`config.mk`:
```
export PLATFORM = sky130hd
export DESIGN_NAME = key_debounce_autorepeat_fifo_core
export DESIGN_NICKNAME = d
export VERILOG_FILES = /design/src/rtl/kdaf_pkg.sv /design/src/rtl/kdaf_ram.sv /design/src/rtl/kdaf_csr.sv /design/src/rtl/kdaf_scan.sv /design/src/rtl/key_debounce_autorepeat_fifo_core.sv
export SDC_FILE = /design/constraint.sdc
export NUM_CORES = 1
export LEC_CHECK = 0
export CORE_UTILIZATION = 49
export CTS_CLUSTER_DIAMETER = 50
export DETAILED_ROUTE_END_ITERATION = 8
export DONT_BUFFER_PORTS = 1
export PLACE_DENSITY = 0.71
export SYNTH_ARGS = -nofsm -noshare
export SYNTH_HDL_FRONTEND = slang
export SYNTH_SLANG_ARGS = --single-unit
```
`constraint.sdc`:
```
create_clock -name clock -period 3.84 [get_ports clock]
set_input_delay 0.384 -clock clock [delete_from_list [all_inputs] [get_ports clock]]
set_output_delay 0.384 -clock clock [all_outputs]
set_load 0.005 [all_outputs]
```
`src/rtl/kdaf_pkg.sv`:
```
// Shared types and constants for the key debounce / auto-repeat / key FIFO block.
// No dependencies; kdaf_csr, kdaf_scan and the core import this package (kdaf_ram does not).
package kdaf_pkg;

   typedef enum logic [1:0] {
      SCAN_UP       = 2'd0,
      SCAN_DEBOUNCE = 2'd1,
      SCAN_START    = 2'd2,
      SCAN_REPEAT   = 2'd3
   } scan_state_type;

   typedef struct packed {
      logic [7:0] start_delay;
      logic [7:0] repeat_delay;
   } cfg_type;

   localparam int CSR_ADDR_W = 3;

   localparam logic [0:0] REG_START_DELAY  = 1'b0;
   localparam logic [0:0] REG_REPEAT_DELAY = 1'b1;

   localparam logic [7:0] START_DELAY_RST  = 8'd50;
   localparam logic [7:0] REPEAT_DELAY_RST = 8'd10;

   localparam logic [0:0] OP_SCAN = 1'b0;
   localparam logic [0:0] OP_READ = 1'b1;

   localparam logic [7:0] KEY_ONE    = 8'd1;
   localparam logic [7:0] EMPTY_CODE = 8'hFF;
   localparam logic [7:0] SCAN_CODE  = 8'd0;

endpackage

```
`src/rtl/kdaf_ram.sv`:
```
// Generic single-write, single-read synchronous RAM with registered read data.
// No dependencies; read data holds while rd_en is low.
module kdaf_ram #(
   parameter int WIDTH = 8,
   parameter int DEPTH = 16
) (
   input  logic                                  clock,
   input  logic                                  wr_en,
   input  logic [(DEPTH > 1 ? $clog2(DEPTH) : 1)-1:0] wr_addr,
   input  logic [WIDTH-1:0]                      wr_data,
   input  logic                                  rd_en,
   input  logic [(DEPTH > 1 ? $clog2(DEPTH) : 1)-1:0] rd_addr,
   output logic [WIDTH-1:0]                      rd_data
);

   logic [WIDTH-1:0] mem_ff [DEPTH];
   logic [WIDTH-1:0] rd_data_ff;

   always_ff @(posedge clock) begin
      if (wr_en) begin
         mem_ff[wr_addr] <= wr_data;
      end
      if (rd_en) begin
         rd_data_ff <= mem_ff[rd_addr];
      end
   end

   assign rd_data = rd_data_ff;

endmodule

```
`src/rtl/kdaf_csr.sv`:
```
// Configuration registers (start and repeat delay) behind an APB-style port.
// Depends on kdaf_pkg for the register indices, reset values and cfg_type.
module kdaf_csr
   import kdaf_pkg::*;
(
   input  logic                  clock,
   input  logic                  reset,
   input  logic                  csr_psel,
   input  logic                  csr_penable,
   input  logic                  csr_pwrite,
   input  logic [CSR_ADDR_W-1:0] csr_paddr,
   input  logic [31:0]           csr_pwdata,
   output logic [31:0]           csr_prdata,
   output logic                  csr_pready,
   output cfg_type               cfg
);

   cfg_type    cfg_ff;
   cfg_type    cfg_in;
   logic [0:0] reg_idx;
   logic       wr_fire;

   assign csr_pready = 1'b1;
   assign reg_idx    = csr_paddr[2];
   assign wr_fire    = csr_psel && csr_penable && csr_pwrite && csr_pready;

   always_comb begin
      cfg_in = cfg_ff;
      if (wr_fire) begin
         unique case (reg_idx)
            REG_START_DELAY:  cfg_in.start_delay  = csr_pwdata[7:0];
            REG_REPEAT_DELAY: cfg_in.repeat_delay = csr_pwdata[7:0];
            default:          cfg_in = cfg_ff;
         endcase
      end
   end

   always_ff @(posedge clock) begin
      if (reset) begin
         cfg_ff.start_delay  <= START_DELAY_RST;
         cfg_ff.repeat_delay <= REPEAT_DELAY_RST;
      end else begin
         cfg_ff <= cfg_in;
      end
   end

   always_comb begin
      unique case (reg_idx)
         REG_START_DELAY:  csr_prdata = {24'd0, cfg_ff.start_delay};
         REG_REPEAT_DELAY: csr_prdata = {24'd0, cfg_ff.repeat_delay};
         default:          csr_prdata = 32'd0;
      endcase
   end

   assign cfg = cfg_ff;

endmodule

```
`src/rtl/kdaf_scan.sv`:
```
// Key scanner: up, debounce, start delay and repeat states with their counters.
// Depends on kdaf_pkg; raises push for one cycle on each tick that queues a code.
module kdaf_scan
   import kdaf_pkg::*;
(
   input  logic    clock,
   input  logic    reset,
   input  logic    tick,
   input  logic    pressed,
   input  cfg_type cfg,
   output logic    push
);

   scan_state_type state_ff;
   scan_state_type state_in;
   logic [7:0]     start_cnt_ff;
   logic [7:0]     start_cnt_in;
   logic [7:0]     repeat_cnt_ff;
   logic [7:0]     repeat_cnt_in;

   always_ff @(posedge clock) begin
      if (reset) begin
         state_ff      <= SCAN_UP;
         start_cnt_ff  <= 8'd0;
         repeat_cnt_ff <= 8'd0;
      end else begin
         state_ff      <= state_in;
         start_cnt_ff  <= start_cnt_in;
         repeat_cnt_ff <= repeat_cnt_in;
      end
   end

   always_comb begin
      state_in      = state_ff;
      start_cnt_in  = start_cnt_ff;
      repeat_cnt_in = repeat_cnt_ff;
      push          = 1'b0;
      if (tick) begin
         unique case (state_ff)
            SCAN_UP: begin
               if (pressed) begin
                  state_in = SCAN_DEBOUNCE;
               end
            end
            SCAN_DEBOUNCE: begin
               if (pressed) begin
                  push         = 1'b1;
                  start_cnt_in = cfg.start_delay;
                  state_in     = SCAN_START;
               end else begin
                  state_in = SCAN_UP;
               end
            end
            SCAN_START: begin
               // a zero count never expires: stay here, queue nothing
               if (!pressed) begin
                  state_in = SCAN_DEBOUNCE;
               end else if (start_cnt_ff != 8'd0) begin
                  start_cnt_in = start_cnt_ff - 8'd1;
                  if (start_cnt_ff == 8'd1) begin
                     push          = 1'b1;
                     repeat_cnt_in = cfg.repeat_delay;
                     state_in      = SCAN_REPEAT;
                  end
               end
            end
            SCAN_REPEAT: begin
               if (!pressed) begin
                  state_in = SCAN_DEBOUNCE;
               end else if (repeat_cnt_ff != 8'd0) begin
                  if (repeat_cnt_ff == 8'd1) begin
                     push          = 1'b1;
                     repeat_cnt_in = cfg.repeat_delay;
                  end else begin
                     repeat_cnt_in = repeat_cnt_ff - 8'd1;
                  end
               end
            end
            default: state_in = SCAN_UP;
         endcase
      end
   end

endmodule

```
`src/rtl/key_debounce_autorepeat_fifo_core.sv`:
```
// Key debouncer with auto-repeat feeding a ring FIFO of key codes held in a RAM.
// An accepted item goes to the pending stage (with the RAM read), then to the output reg.
// One item per cycle unless the output stalls on rsp_tready; at most one RAM access per item.
// Reset (synchronous): scanner up, counters, pointers and count zero, delays 50 and 10.
// The code RAM is not cleared; only entries written since reset are ever read.
module key_debounce_autorepeat_fifo_core
   import kdaf_pkg::*;
#(
   parameter int FIFO_DEPTH = 16
) (
   input  logic                  clock,
   input  logic                  reset,
   // slave side
   input  logic                  req_tvalid,
   output logic                  req_tready,
   input  logic [7:0]            req_tdata,   // [0] pin_level, [7:1] zero
   input  logic [0:0]            req_tuser,   // [0] operation
   // master side
   output logic                  rsp_tvalid,
   input  logic                  rsp_tready,
   output logic [15:0]           rsp_tdata,   // [7:0] key_code, [12:8] pending_count, [13] hit
   output logic [0:0]            rsp_tuser,   // [0] key_valid
   // configuration
   input  logic                  csr_psel,
   input  logic                  csr_penable,
   input  logic                  csr_pwrite,
   input  logic [CSR_ADDR_W-1:0] csr_paddr,
   input  logic [31:0]           csr_pwdata,
   output logic [31:0]           csr_prdata,
   output logic                  csr_pready
);

   localparam int PTR_W = (FIFO_DEPTH > 1) ? $clog2(FIFO_DEPTH) : 1;
   localparam int CNT_W = $clog2(FIFO_DEPTH + 1);
   localparam logic [PTR_W-1:0] PTR_LAST = PTR_W'(FIFO_DEPTH - 1);
   localparam logic [CNT_W-1:0] CNT_FULL = CNT_W'(FIFO_DEPTH);

   typedef struct packed {
      logic       pop;
      logic [7:0] code;
      logic [4:0] pending;
      logic       hit;
   } pend_type;

   cfg_type           cfg;
   logic              push;
   logic              accept;
   logic              advance;
   logic              tick;
   logic              is_read;
   logic              pop;
   logic              push_ok;
   logic [7:0]        ram_rd_data;
   logic [CNT_W+4:0]  cnt_ext;

   logic [PTR_W-1:0]  wr_ptr_ff, wr_ptr_in;
   logic [PTR_W-1:0]  rd_ptr_ff, rd_ptr_in;
   logic [CNT_W-1:0]  count_ff, count_in;
   logic              s1_valid_ff, s1_valid_in;
   pend_type          s1_ff, s1_in;
   logic              out_valid_ff, out_valid_in;
   logic [7:0]        out_code_ff, out_code_in;
   logic              out_kvalid_ff, out_kvalid_in;
   logic [4:0]        out_pend_ff, out_pend_in;
   logic              out_hit_ff, out_hit_in;

   kdaf_csr u_csr (
      .clock       (clock),
      .reset       (reset),
      .csr_psel    (csr_psel),
      .csr_penable (csr_penable),
      .csr_pwrite  (csr_pwrite),
      .csr_paddr   (csr_paddr),
      .csr_pwdata  (csr_pwdata),
      .csr_prdata  (csr_prdata),
      .csr_pready  (csr_pready),
      .cfg         (cfg)
   );

   kdaf_scan u_scan (
      .clock   (clock),
      .reset   (reset),
      .tick    (tick),
      .pressed (!req_tdata[0]),
      .cfg     (cfg),
      .push    (push)
   );

   kdaf_ram #(
      .WIDTH (8),
      .DEPTH (FIFO_DEPTH)
   ) u_code_ram (
      .clock   (clock),
      .wr_en   (push_ok),
      .wr_addr (wr_ptr_ff),
      .wr_data (KEY_ONE),
      .rd_en   (pop),
      .rd_addr (rd_ptr_ff),
      .rd_data (ram_rd_data)
   );

   // the pending stage waits for the registered RAM read data; it stalls only behind a full output
   assign advance    = !out_valid_ff || rsp_tready;
   assign req_tready = !s1_valid_ff || advance;
   assign accept     = req_tvalid && req_tready;
   assign tick       = accept && (req_tuser == OP_SCAN);
   assign is_read    = accept && (req_tuser == OP_READ);
   assign pop        = is_read && (count_ff != '0);
   assign push_ok    = push && (count_ff != CNT_FULL);

   always_comb begin
      wr_ptr_in = wr_ptr_ff;
      rd_ptr_in = rd_ptr_ff;
      count_in  = count_ff;
      priority if (pop) begin
         count_in  = count_ff - CNT_W'(1);
         rd_ptr_in = (rd_ptr_ff == PTR_LAST) ? '0 : rd_ptr_ff + PTR_W'(1);
      end else if (push_ok) begin
         count_in  = count_ff + CNT_W'(1);
         wr_ptr_in = (wr_ptr_ff == PTR_LAST) ? '0 : wr_ptr_ff + PTR_W'(1);
      end
   end

   assign cnt_ext = {5'd0, count_in};

   always_comb begin
      s1_valid_in = s1_valid_ff;
      s1_in       = s1_ff;
      if (accept) begin
         s1_valid_in   = 1'b1;
         s1_in.pop     = pop;
         s1_in.code    = is_read ? EMPTY_CODE : SCAN_CODE;
         s1_in.pending = cnt_ext[4:0];
         s1_in.hit     = (count_in != '0);
      end else if (advance) begin
         s1_valid_in = 1'b0;
      end
   end

   always_comb begin
      out_valid_in  = out_valid_ff;
      out_code_in   = out_code_ff;
      out_kvalid_in = out_kvalid_ff;
      out_pend_in   = out_pend_ff;
      out_hit_in    = out_hit_ff;
      if (advance) begin
         out_valid_in = s1_valid_ff;
         if (s1_valid_ff) begin
            out_code_in   = s1_ff.pop ? ram_rd_data : s1_ff.code;
            out_kvalid_in = s1_ff.pop;
            out_pend_in   = s1_ff.pending;
            out_hit_in    = s1_ff.hit;
         end
      end
   end

   always_ff @(posedge clock) begin
      if (reset) begin
         wr_ptr_ff    <= '0;
         rd_ptr_ff    <= '0;
         count_ff     <= '0;
         s1_valid_ff  <= 1'b0;
         out_valid_ff <= 1'b0;
      end else begin
         wr_ptr_ff    <= wr_ptr_in;
         rd_ptr_ff    <= rd_ptr_in;
         count_ff     <= count_in;
         s1_valid_ff  <= s1_valid_in;
         out_valid_ff <= out_valid_in;
      end
   end

   always_ff @(posedge clock) begin
      s1_ff         <= s1_in;
      out_code_ff   <= out_code_in;
      out_kvalid_ff <= out_kvalid_in;
      out_pend_ff   <= out_pend_in;
      out_hit_ff    <= out_hit_in;
   end

   assign rsp_tvalid = out_valid_ff;
   assign rsp_tdata  = {2'b00, out_hit_ff, out_pend_ff, out_code_ff};
   assign rsp_tuser  = out_kvalid_ff;

   a_count_bound: assert property (@(posedge clock) disable iff (reset)
      count_ff <= CNT_FULL)
      else $error("key FIFO count above depth");

   a_pop_dec: assert property (@(posedge clock) disable iff (reset)
      pop |=> count_ff == $past(count_ff) - CNT_W'(1))
      else $error("pop did not decrement the count");

   a_push_inc: assert property (@(posedge clock) disable iff (reset)
      push_ok |=> count_ff == $past(count_ff) + CNT_W'(1))
      else $error("push did not increment the count");

   a_s1_hold: assert property (@(posedge clock) disable iff (reset)
      s1_valid_ff && !advance |=> s1_valid_ff && $stable(s1_ff))
      else $error("pending item lost while output stalled");

endmodule
```
## After elaboration in Yosys (flattened, before gate mapping)

Cells that the tools add are included.
Widths: inputs -> output; s select.

- Bits in registers: 79
- Input port bits: 51
- Output and inout port bits: 52
- Logic and storage cells: 98

- Add/sub/neg operators: 4
- Equal/unequal tests: 16
- Muxes and demuxes: 34
- Bitwise gates (word level): 2
- Reductions and logical operators: 25

Operators by type and width:

| cell | count |
|---|---|
| $mux 8 | 11 |
| $pmux 32 s2 | 1 |
| $pmux 8 s2 | 2 |
| $eq 8x1->1 const B | 2 |
| $reduce_bool 8->1 | 2 |
| $sub 8x1->8 const B | 2 |
| $mux 2 | 6 |
| $mux 1 | 10 |
| $mux 5 | 2 |
| $ne 2x2->1 const B | 5 |
| $reduce_and 5->1 | 2 |
| $reduce_bool 5->1 | 2 |
| $pmux 2 s4 | 1 |
| $logic_and 1x1->1 | 7 |
| $reduce_and 7->1 | 1 |
| $ne 2x1->1 const B | 3 |
| $ne 3x2->1 const B | 2 |
| $reduce_and 2->1 | 3 |
| $reduce_bool 2->1 | 3 |
| $add 5x1->5 const B | 1 |
| $ne 5x5->1 const B | 1 |
| $sub 5x1->5 const B | 1 |
| $eq 2x2->1 const B | 2 |
| $pmux 1 s3 | 1 |
| other kinds (5) | 8 |

## Longest topological paths before layout

Gate-level depths: netlist of the first run.

- Depth after elaboration: 10
- Gate-level depth with buffers: 10
- Mapped depth without buffers: 9

## Hierarchy

Synthesis of the first run repeated with hierarchy kept, for this count alone.

- Cell total of the unflattened synthesis: 675
- Area, all modules: 9452.8 um2

By module, submodules not included:

| module | times used | cells each | area each (um2) | sequential area each (um2) |
|---|---|---|---|---|
| kdaf_ram | 1 | 229 | 5227.5 | 4083.9 |
| key_debounce_autorepeat_fifo_core | 1 | 166 | 1734.2 | 991.0 |
| kdaf_scan | 1 | 176 | 1482.7 | 360.3 |
| kdaf_csr | 1 | 104 | 1008.5 | 320.3 |

## Worst setup path after synthesis of the first run

OpenSTA, ideal clock, no wires.

- Path type: register -> register
- Start point: register count_ff[0]
- End point: register s1_ff[0] (netlist name) (data pin)
- Setup time: 0.272 ns
- Arrival time: 2.359 ns
- Data required time: 3.568 ns
- Setup slack: 1.210 ns
- Cell stages (with the launch flop): 10
- Buffers on the path: 0
- Clock period less this slack: 2.630 ns
- Path through: dfxtp_1 inv_1 ha_1 or3b_2 o21ai_0 inv_1 a21oi_1 a311o_1 nand3_2 or4_1

- Elaborated cells on any way between the ends: 9
- Classes of those cells: add/sub (2); eq/ne (1); mux (2); reduce/logical (4)

RTL lines:

| what | line | RTL |
|---|---|---|
| from (decl) | key_debounce_autorepeat_fifo_core.sv:58 | `logic [CNT_W-1:0] count_ff, count_in;` |
| from (signal assigned) | key_debounce_autorepeat_fifo_core.sv:167 | `count_ff <= count_in;` |
| $reduce_bool 5->1 | key_debounce_autorepeat_fifo_core.sv:108 | `assign pop = is_read && (count_ff != '0);` |
| $logic_and 1x1->1 | key_debounce_autorepeat_fifo_core.sv:108 |  |
| via pop | key_debounce_autorepeat_fifo_core.sv:51 | `logic pop;` |
| $mux 5 | key_debounce_autorepeat_fifo_core.sv:115 | `priority if (pop) begin` |
| via count_in[3] | key_debounce_autorepeat_fifo_core.sv:58 |  |
| $reduce_bool 5->1 | key_debounce_autorepeat_fifo_core.sv:134 | `s1_in.hit = (count_in != '0);` |
| to (signal assigned) | key_debounce_autorepeat_fifo_core.sv:174 | `s1_ff <= s1_in;` |
| to (decl) | key_debounce_autorepeat_fifo_core.sv:60 | `pend_type s1_ff, s1_in;` |

The timed path passes the listed nets, and every way through them passes these cells.
A chain may end at the register's enable or synchronous reset.

## Worst setup path after layout of the first run

Ends and elaborated chain as after synthesis.

==> flow_summary.toml, run 1 <==
[placed_design]
hpwl_um = 4299
place.detailed.instances = 415
gp_congestion = 0.8384
io_buffer_count = 0

[yosys]
yosys.area_share.adder_pct = 5.380
netlist.area_leader.share_pct = 25.21
synthesis.area_per_instance_um2 = 9.094
postSynthCellCount = 358
synth_simple_gate_area_share_pct = 18.10
synth.top_cells.by_count = "dfxtp_1, nor2_1, buf_4, nand2_1, a21oi_1"
synth_xor_area_share_pct = 0.5380
yosys.area.top_type = "dfxtp_1"
synth_edf_count = 17
yosysUniqueCellTypes = 59
synth_compound_area_share_pct = 18.33
synth_async_sr_flop_share_pct = 0
mappedNetlistArea_um2 = 3256
synth_top_family_by_area = "compound AO/OA/AOI/OAI gates"
synth_most_common_cell = "dfxtp_1"
synth-warning-count = 0
synth_sequential_area_ratio_pct = 40.89
yosys_register_bits = 58
most_used_dff_post_synth = "dfxtp_1"
mux_cell_area_share_after_synthesis_pct = 4.573
synth.top_cells.by_area = "dfxtp_1, edfxtp_1, buf_4, ha_1, nor2_1"

[global_routing]
grt.overflow.total = 0
largest_net_degree_at_the_start_of_global_routing = 42
grt_first_pass_wirelength_um = 10150
grt.busiest_layer = "met2"
globalRouteMet2Util_pct = 28.61
groute.usage.overall_pct = 18.31
antenna_found_initial = 0
grt_util_met3_pct = 5.341
grt_util_met1_pct = 23.85
number_of_global_route_vias_before_repair = 2137

[final_layout]
post_layout_nonfiller_instances = 431
drive_above_1_share_pct = 10.17
regArea_um2 = 1331
antennaDiodeCount = 0
multi_input_comb_area_um2 = 1635
nNetsFinal = 414
area_growth_syn_to_layout_pct = 2.844
fillers = 609

[critical_path]
worst-path-max-fanout = 5
type_of_element_capturing_the_critical_path = "flop"
critPathBufInv = 2
timing.critical_path.slowest_stage_cell = "or4_1"
timing.critical_path.mode_cell = "inv_1"
cp_cell_sequence = "inv_1, ha_1, or3b_2, o21ai_0, inv_1, a21oi_1, a311o_1, nand3_2, or4_1"
criticalPathCategory = "flop to flop"
cp_data_arrival_time_ps = 3030
dominant_delay_contributor_by_cell_family_on_the_critical_path = "simple AND/OR/NAND/NOR gates"
timing.critical_path.required_ps = 3920
max_stage_delay_ps = 530
worst_setup_path_start_kind = "flop"

[route]
drt-vias-per-instance = 5.515
post-route-drc-count = 0
totalWireLength_um = 6118
num_vias = 2377
drt_iter0_drcs = 172
detail_route.wl_per_cell_um = 14.19
ant_nets = 0
firstDrtPassIters = 4

[pwr]
static-leakage-power_nw = 1.282
vdd_ir_drop_max_mv = 0.3678
power_per_cell_area_nw_per_um2 = 390.4

[timing]
finalHoldViolations = 0
worst-slew-pin-transition_ps = 1092
min_period_over_period_pct = 76.83
rsz0062_at_grt = "false"
timing.setup.tns_ps = 0
finalHoldWorstSlack_ps = 119.7
finClkSkew_ps = 13.20
relSlewSlack_pct = 26.57
layout_min_cycle_time_ps = 2950
report.final.slew_viol_count = 0
finalSetupViolCount = 0
fmax_mhz = 339.0

[clock_tree]
numClockSinks = 58
clock_tree_buf_depth = 2
ctsHoldBuffers = 0
tritoncts.num_buffers = 9
h-tree-depth = 3
tritoncts_clock_tree = "built"
clk_root_buffer_cell = "clkbuf_8"
path_clk_slew_ps = 70
insertion_delay_ps = 340
post_cts.resized_instances = 0
postCtsSetupRepairBufs = 0

[status]
status = "completed"

[worst_hold_path]
hold_path.class = "input port to flop"

[floorplanning]
ioPinCount = 103
die_w_um = 83.51
height_of_the_die_um = 83.51
initial_util_pct = 50.98
core-area_um2 = 6386
fp-row-count = 29
die-area_um2 = 6974

[flow_run]
max_cap_viol_count = 0
## sequential cells by signal, indices dropped and copies added (netlist names)
| name | flops |
|---|---|
| u_csr.cfg | 16 |
| count_ff | 5 |
| out_hit_ff | 1 |
| rsp_tuser | 1 |
| u_scan.start_cnt_ff | 8 |
| rsp_tvalid | 1 |
| out_pend_ff | 5 |
| out_code_ff | 2 |
| s1_valid_ff | 1 |
| u_scan.state_ff | 2 |
| s1_ff | 8 |
| u_scan.repeat_cnt_ff | 8 |
## worst reg2reg max path: stages, from the launching register on
cell     delay [ps]
dfxtp_1         350
inv_1           190
ha_1            220
or3b_2          470
o21ai_0         350
inv_1           190
a21oi_1         160
a311o_1         160
nand3_2          80
or4_1           530
## stage by stage
stage	util [%]	total power [W]	area, um^2	setup WS (ps)
2_1_floorplan	-	0.0007788	3349	1210
3_3_place_gp	49.37	0.0007593	3153	922.9
3_5_place_dp	49.37	0.0007627	3153	916.6
4_1_cts	52.43	0.001317	3348	903.4
5_1_grt	52.43	0.001361	3348	606.2
6_report	52.43	0.001307	3348	889.7
## worst paths after layout
kind	start	to	slack, ps	cells past startpoint
setup reg to reg	count_ff[0]$_SDFF_PP0_	s1_ff[0]$_DFFE_PP_	890	9
hold reg to reg	s1_ff[2]$_DFFE_PP_	out_pend_ff[1]$_DFFE_PP_	420	0
setup / recovery	count_ff[0]$_SDFF_PP0_	s1_ff[0]$_DFFE_PP_	890	9
hold / removal	reset	count_ff[3]$_SDFF_PP0_	120	1
## kinds of logic after synthesis
group           after synthesis
simple gates                116
compound gates               85
buf+inv                      67
flops                        58
fa+ha+maj                    14
mux                          14
other cells                   2
xor+xnor                      2
## layout make-up
type	instances	share of cell area [%]
clock buffers	11	4.223
clock inverters	5	1.607
inverters	20	2.242
multi-input cells	258	48.84
flip-flops and latches	58	39.76
well taps	77	2.877
repair buffers	2	0.4484
## layout by cell type, fill, tap and decap left out, types with 4 or more instances in the layout
cell,n
clkbuf_8,10
ha_1,14
a211oi_1,7
nand2_1,34
mux2_2,7
nand3_1,7
inv_1,20
nor2_1,38
mux2i_1,7
conb_1,27
a21oi_1,21
o21ai_0,18
a22oi_1,5
dfxtp_1,41
nand3b_1,6
o31ai_1,4
nor2b_1,9
edfxtp_1,17
## power breakdown
part	switching [W]	internal (W)
Sequential	0.0000163	0.000656
Combinational	0.0000461	0.0000322
Clock	0.000241	0.000315
Total	0.000304	0.00100
## per-layer routing
metal | wire, um | vias up | part of all wire, %
li1 | - | 1201 | -
met1 | 2902 | 1098 | 47
met2 | 2795 | 70 | 46
met3 | 322 | 8 | 5.3
met4 | 98 | 0 | 1.6
met5 | 0 | - | 0
Note: power is estimated with default switching activity, not from simulation.
==> run 2, diff against run 1 <==
PLACE_DENSITY = 0.73   (was 0.71)
clock period = 2.6 ns   (was 3.84 ns; I/O delays follow)
==> flow_summary.toml, run 2 (same netlist as run 1, synthesis figures left out) <==
[critical_path]
worst-path-max-fanout = 5
worst_setup_path_start_kind = "flop"
criticalPathCategory = "flop to flop"
dominant_delay_contributor_by_cell_family_on_the_critical_path = "simple AND/OR/NAND/NOR gates"
timing.critical_path.required_ps = 2680
worst-path-stages = 6
cp_data_arrival_time_ps = 2580
r2r_slack_ps = 100
cp_cell_sequence = "or4_4, nor4_4, o211ai_4, o311ai_4, nand3_2, or4_1"
timing.critical_path.slowest_stage_cell = "or4_4"
max_stage_delay_ps = 560
type_of_element_capturing_the_critical_path = "flop"
critPathBufInv = 0
timing.reg2reg.worst_path_depth = 6

[final_layout]
area_growth_syn_to_layout_pct = 6.956
antennaDiodeCount = 0
fillers = 568
layout.cells.most_common_list = "nor2_1, dfxtp_1, nand2_1"
drive_above_1_share_pct = 15.41
final_cell_area_excluding_filler_cells_um2 = 3482
nNetsFinal = 430
largest_register_ffs = 16
final_common_cell = "nor2_1"

[route]
detail_route.wl_per_cell_um = 13.85
met3WireLength_um = 332
num_vias = 2418
totalWireLength_um = 6192
post-route-drc-count = 0
ant_nets = 0
firstDrtPassIters = 4
drt-vias-per-instance = 5.409
route.met2.wl_um = 2841
drt-met1-wl_um = 2894
drt_iter0_drcs = 109
top_sig_layer = "met4"

[timing]
worst-slew-pin-transition_ps = 560.4
layout_min_cycle_time_ps = 2501
report.final.slew_viol_count = 0
finalHoldViolations = 0
finalSetupViolCount = 0
finClkSkew_ps = 8.571
relSlewSlack_pct = 62.50
fmax_mhz = 399.9
min_period_over_period_pct = 96.18
finalHoldWorstSlack_ps = 20.73

[clock_tree]
path_clk_slew_ps = 70
clock_tree_buf_depth = 2
insertion_delay_ps = 330
tritoncts_clock_tree = "built"
numClockSinks = 58
h-tree-depth = 3
clk_root_buffer_cell = "clkbuf_8"
tritoncts.num_buffers = 9

[global_routing]
groute.usage.overall_pct = 18.53
number_of_global_route_vias_before_repair = 2221
grt_first_pass_wirelength_um = 10210
antenna_found_initial = 0
largest_net_degree_at_the_start_of_global_routing = 36
grt.overflow.total = 0

[pwr]
vdd_ir_drop_max_mv = 0.4028
static-leakage-power_nw = 1.360
power_per_cell_area_nw_per_um2 = 532.4

[placed_design]
placement.cell_area_um2 = 3249
gp_congestion = 0.8526
hpwl_um = 4256
io_buffer_count = 0

[floorplanning]
height_of_the_die_um = 83.51
die-area_um2 = 6974
initial_util_pct = 50.98
fp-row-count = 29
ioPinCount = 103
core-area_um2 = 6386
die_w_um = 83.51

[status]
status = "completed"

[flow_run]
max_cap_viol_count = 0

[worst_hold_path]
hold_path.class = "input port to flop"
min_delay_path_depth = 1
==> run 2: changes by cell type in the layout (fill, tap and decap cells not counted), moves of 2 or more <==
cell / before / now
dfxtp_1: 41 / 37
buf_12: 0 / 2
buf_4: 2 / 14
dlygate4sd3_1: 0 / 2
dfxtp_2: 0 / 3
inv_2: 0 / 2
inv_1: 20 / 18
==> run 2: per-layer routing <==
| metal | vias up | GRT usage [%] |
|---|---|---|
| li1 | 1227 | - |
| met1 | 1111 | 22.59 |
| met2 | 71 | 29.43 |
| met3 | 9 | 7.517 |
| met4 | 0 | 6.934 |
| met5 | - | 0 |
==> run 2: path summary, 6_finish.rpt <==
| path | start | to |
|---|---|---|
| max reg2reg | u_scan.start_cnt_ff[3]$_SDFFE_PP0P_ | s1_ff[0]$_DFFE_PP_ |
| min reg2reg | s1_ff[1]$_DFFE_PP_ | out_pend_ff[0]$_DFFE_PP_ |
| max | u_scan.start_cnt_ff[3]$_SDFFE_PP0P_ | s1_ff[0]$_DFFE_PP_ |
| min | reset | u_csr.cfg[13]$_SDFFE_PP1P_ |
==> run 2: worst reg2reg max path: cells and delay by family, from the launching register on <==
family,cells,cell delay [ps]
AOI/OAI and AO/OA,2,500
and+or+nand+nor,4,1430
DFF,1,330
==> run 2: area by class of cell <==
cell class	count	area, um^2	share of cell area [%]
sequential	58	1339	38.45
clock buffer	11	141.4	4.060
inverter	20	75.07	2.156
clock inverter	5	30.03	0.8624
multi-input combinational	258	1635	46.96
tap	77	96.34	2.767
timing repair buffer	18	165.2	4.743
==> run 2: what timing repair did <==
item / CTS / global route
hold buffers: 2 / 1
endpoints found under the hold margin: 35 / 2
endpoints found under the setup margin: 0 / 1
resized for setup: 0 / 9
setup buffers: 0 / 1
==> run 2: per-stage QoR <==
stage	utilization (%)	TNS (ps)	power [W]	cells	setup slack [ps]
finish	54.53	0	0.001854	447	99.36
global route	54.53	-0.3126	0.001934	447	-0.3126
CTS	54.04	0	0.001864	445	86.86
detailed placement	50.88	0	0.001133	427	93.68
global placement	50.88	0	0.001128	427	122.0
floorplan	-	0	0.001150	383	68.69
==> run 2: where the power goes <==
| group | switching, W | internal (W) | total [W] |
|---|---|---|---|
| combinational | 0.0000820 | 0.0000620 | 0.000144 |
| clock | 0.000351 | 0.000368 | 0.000720 |
| sequential | 0.0000224 | 0.000968 | 0.000990 |
==> run 3, diff against run 2 <==
RECOVER_POWER = 50   (was default)
==> flow_summary.toml, run 3 (same netlist as run 1, synthesis figures left out) <==
[critical_path]
timing.critical_path.slowest_stage_cell = "or4_4"
type_of_element_capturing_the_critical_path = "flop"
worst-path-max-fanout = 5
timing.critical_path.required_ps = 2680
cp_data_arrival_time_ps = 2580
max_stage_delay_ps = 560
cp_cell_sequence = "or4_4, nor4_4, o211ai_4, o311ai_4, nand3_2, or4_1"
worst_setup_path_start_kind = "flop"
criticalPathCategory = "flop to flop"

[final_layout]
area_growth_syn_to_layout_pct = 6.687
final_common_cell = "nor2_1"
regArea_um2 = 1339
nNetsFinal = 430
postLayoutCoreUtil_pct = 54.39
drive_above_1_share_pct = 14.59
largest_register_ffs = 16
fillers = 564
antennaDiodeCount = 0
layout.cells.most_common_list = "nor2_1, dfxtp_1, nand2_1"
multi_input_comb_area_um2 = 1634

[global_routing]
grt_first_pass_wirelength_um = 10210
antenna_found_initial = 0
grt.overflow.total = 0
grt_util_met1_pct = 22.59
grt_util_met3_pct = 7.517
grt.busiest_layer = "met2"
number_of_global_route_vias_before_repair = 2221
globalRouteMet2Util_pct = 29.43
groute.usage.overall_pct = 18.53
largest_net_degree_at_the_start_of_global_routing = 36

[placed_design]
hpwl_um = 4256
gp_congestion = 0.8526
io_buffer_count = 0

[route]
detail_route.wl_per_cell_um = 13.80
drt_iter0_drcs = 113
totalWireLength_um = 6169
drt-vias-per-instance = 5.418
firstDrtPassIters = 4
num_vias = 2422
post-route-drc-count = 0
ant_nets = 0

[timing]
min_period_over_period_pct = 96.14
relSlewSlack_pct = 63.73
finalSetupViolCount = 0
layout_min_cycle_time_ps = 2500
fmax_mhz = 400.1
finalHoldWorstSlack_ps = 19.50
report.final.slew_viol_count = 0
finalHoldViolations = 0
worst-slew-pin-transition_ps = 542.1
finClkSkew_ps = 9.094

[pwr]
vdd_ir_drop_max_mv = 0.4041
power_per_cell_area_nw_per_um2 = 533.8
static-leakage-power_nw = 1.352

[clock_tree]
numClockSinks = 58
h-tree-depth = 3
path_clk_slew_ps = 70
clk_root_buffer_cell = "clkbuf_8"
tritoncts.num_buffers = 9
tritoncts_clock_tree = "built"
insertion_delay_ps = 340
clock_tree_buf_depth = 2

[status]
status = "completed"

[floorplanning]
fp-row-count = 29
die_w_um = 83.51
initial_util_pct = 50.98
ioPinCount = 103
die-area_um2 = 6974
core-area_um2 = 6386
height_of_the_die_um = 83.51

[worst_hold_path]
hold_path.class = "input port to flop"

[flow_run]
max_cap_viol_count = 0
-- run 3: changes by cell type in the layout (fill, tap and decap cells not counted), sizes merged --
| cell | change |
|---|---|
| buf | -2 |
| clkbuf | +2 |
-- run 3: report_power, final --
part           switching, W  total, W  leakage (nW)  internal [W]
clock              0.000353  0.000721        0.0934      0.000368
combinational     0.0000816  0.000142         0.757     0.0000608
sequential        0.0000224  0.000990         0.502      0.000968
total              0.000457   0.00185          1.35       0.00140
-- run 3: cell type report --
| type | instances | share of cell area [%] |
|---|---|---|
| clock inverters | 5 | 0.8646 |
| repair buffers | 18 | 4.539 |
| flip-flops and latches | 58 | 38.54 |
| multi-input cells | 258 | 47.05 |
| clock buffers | 11 | 4.071 |
| well taps | 77 | 2.774 |
| inverters | 20 | 2.161 |
-- run 3: path summary, 6_finish.rpt --
check,depth (start not counted),end,slack (ps),start
setup / recovery,6,s1_ff[0]$_DFFE_PP_,100,u_scan.start_cnt_ff[3]$_SDFFE_PP0P_
hold / removal,1,u_csr.cfg[13]$_SDFFE_PP1P_,20,reset
setup reg to reg,6,s1_ff[0]$_DFFE_PP_,100,u_scan.start_cnt_ff[3]$_SDFFE_PP0P_
hold reg to reg,0,out_pend_ff[0]$_DFFE_PP_,410,s1_ff[1]$_DFFE_PP_
-- run 3: through the flow --
stage                     setup WS, ps  std cells  instance area, um^2  setup TNS (ps)  power [W]
final                            100.4        447                 3473               0   0.001854
after global routing           -0.3126        447                 3473         -0.3126   0.001933
after CTS                        86.86        445                 3451               0   0.001864
after detailed placement         93.68        427                 3249               0   0.001133
after global placement           122.0        427                 3249               0   0.001128
after floorplan                  68.69        383                 3349               0   0.001150
-- run 3: repair_timing --
action,CTS,global route
gates resized for setup,0,9
hold endpoints to repair,35,2
buffers inserted,0,1
setup endpoints to repair,0,1
hold buffers,2,1
-- run 3: critical path: cells and delay by family, from the launching register on --
family          cells  cell delay, ps
simple gates        4            1430
compound gates      2             500
flops               1             330
-- run 3: routing by layer --
layer | share of wire, % | routed length, um
met3 | 5.8 | 357
met5 | 0 | 0
met2 | 46 | 2839
met1 | 46 | 2861
met4 | 1.8 | 111
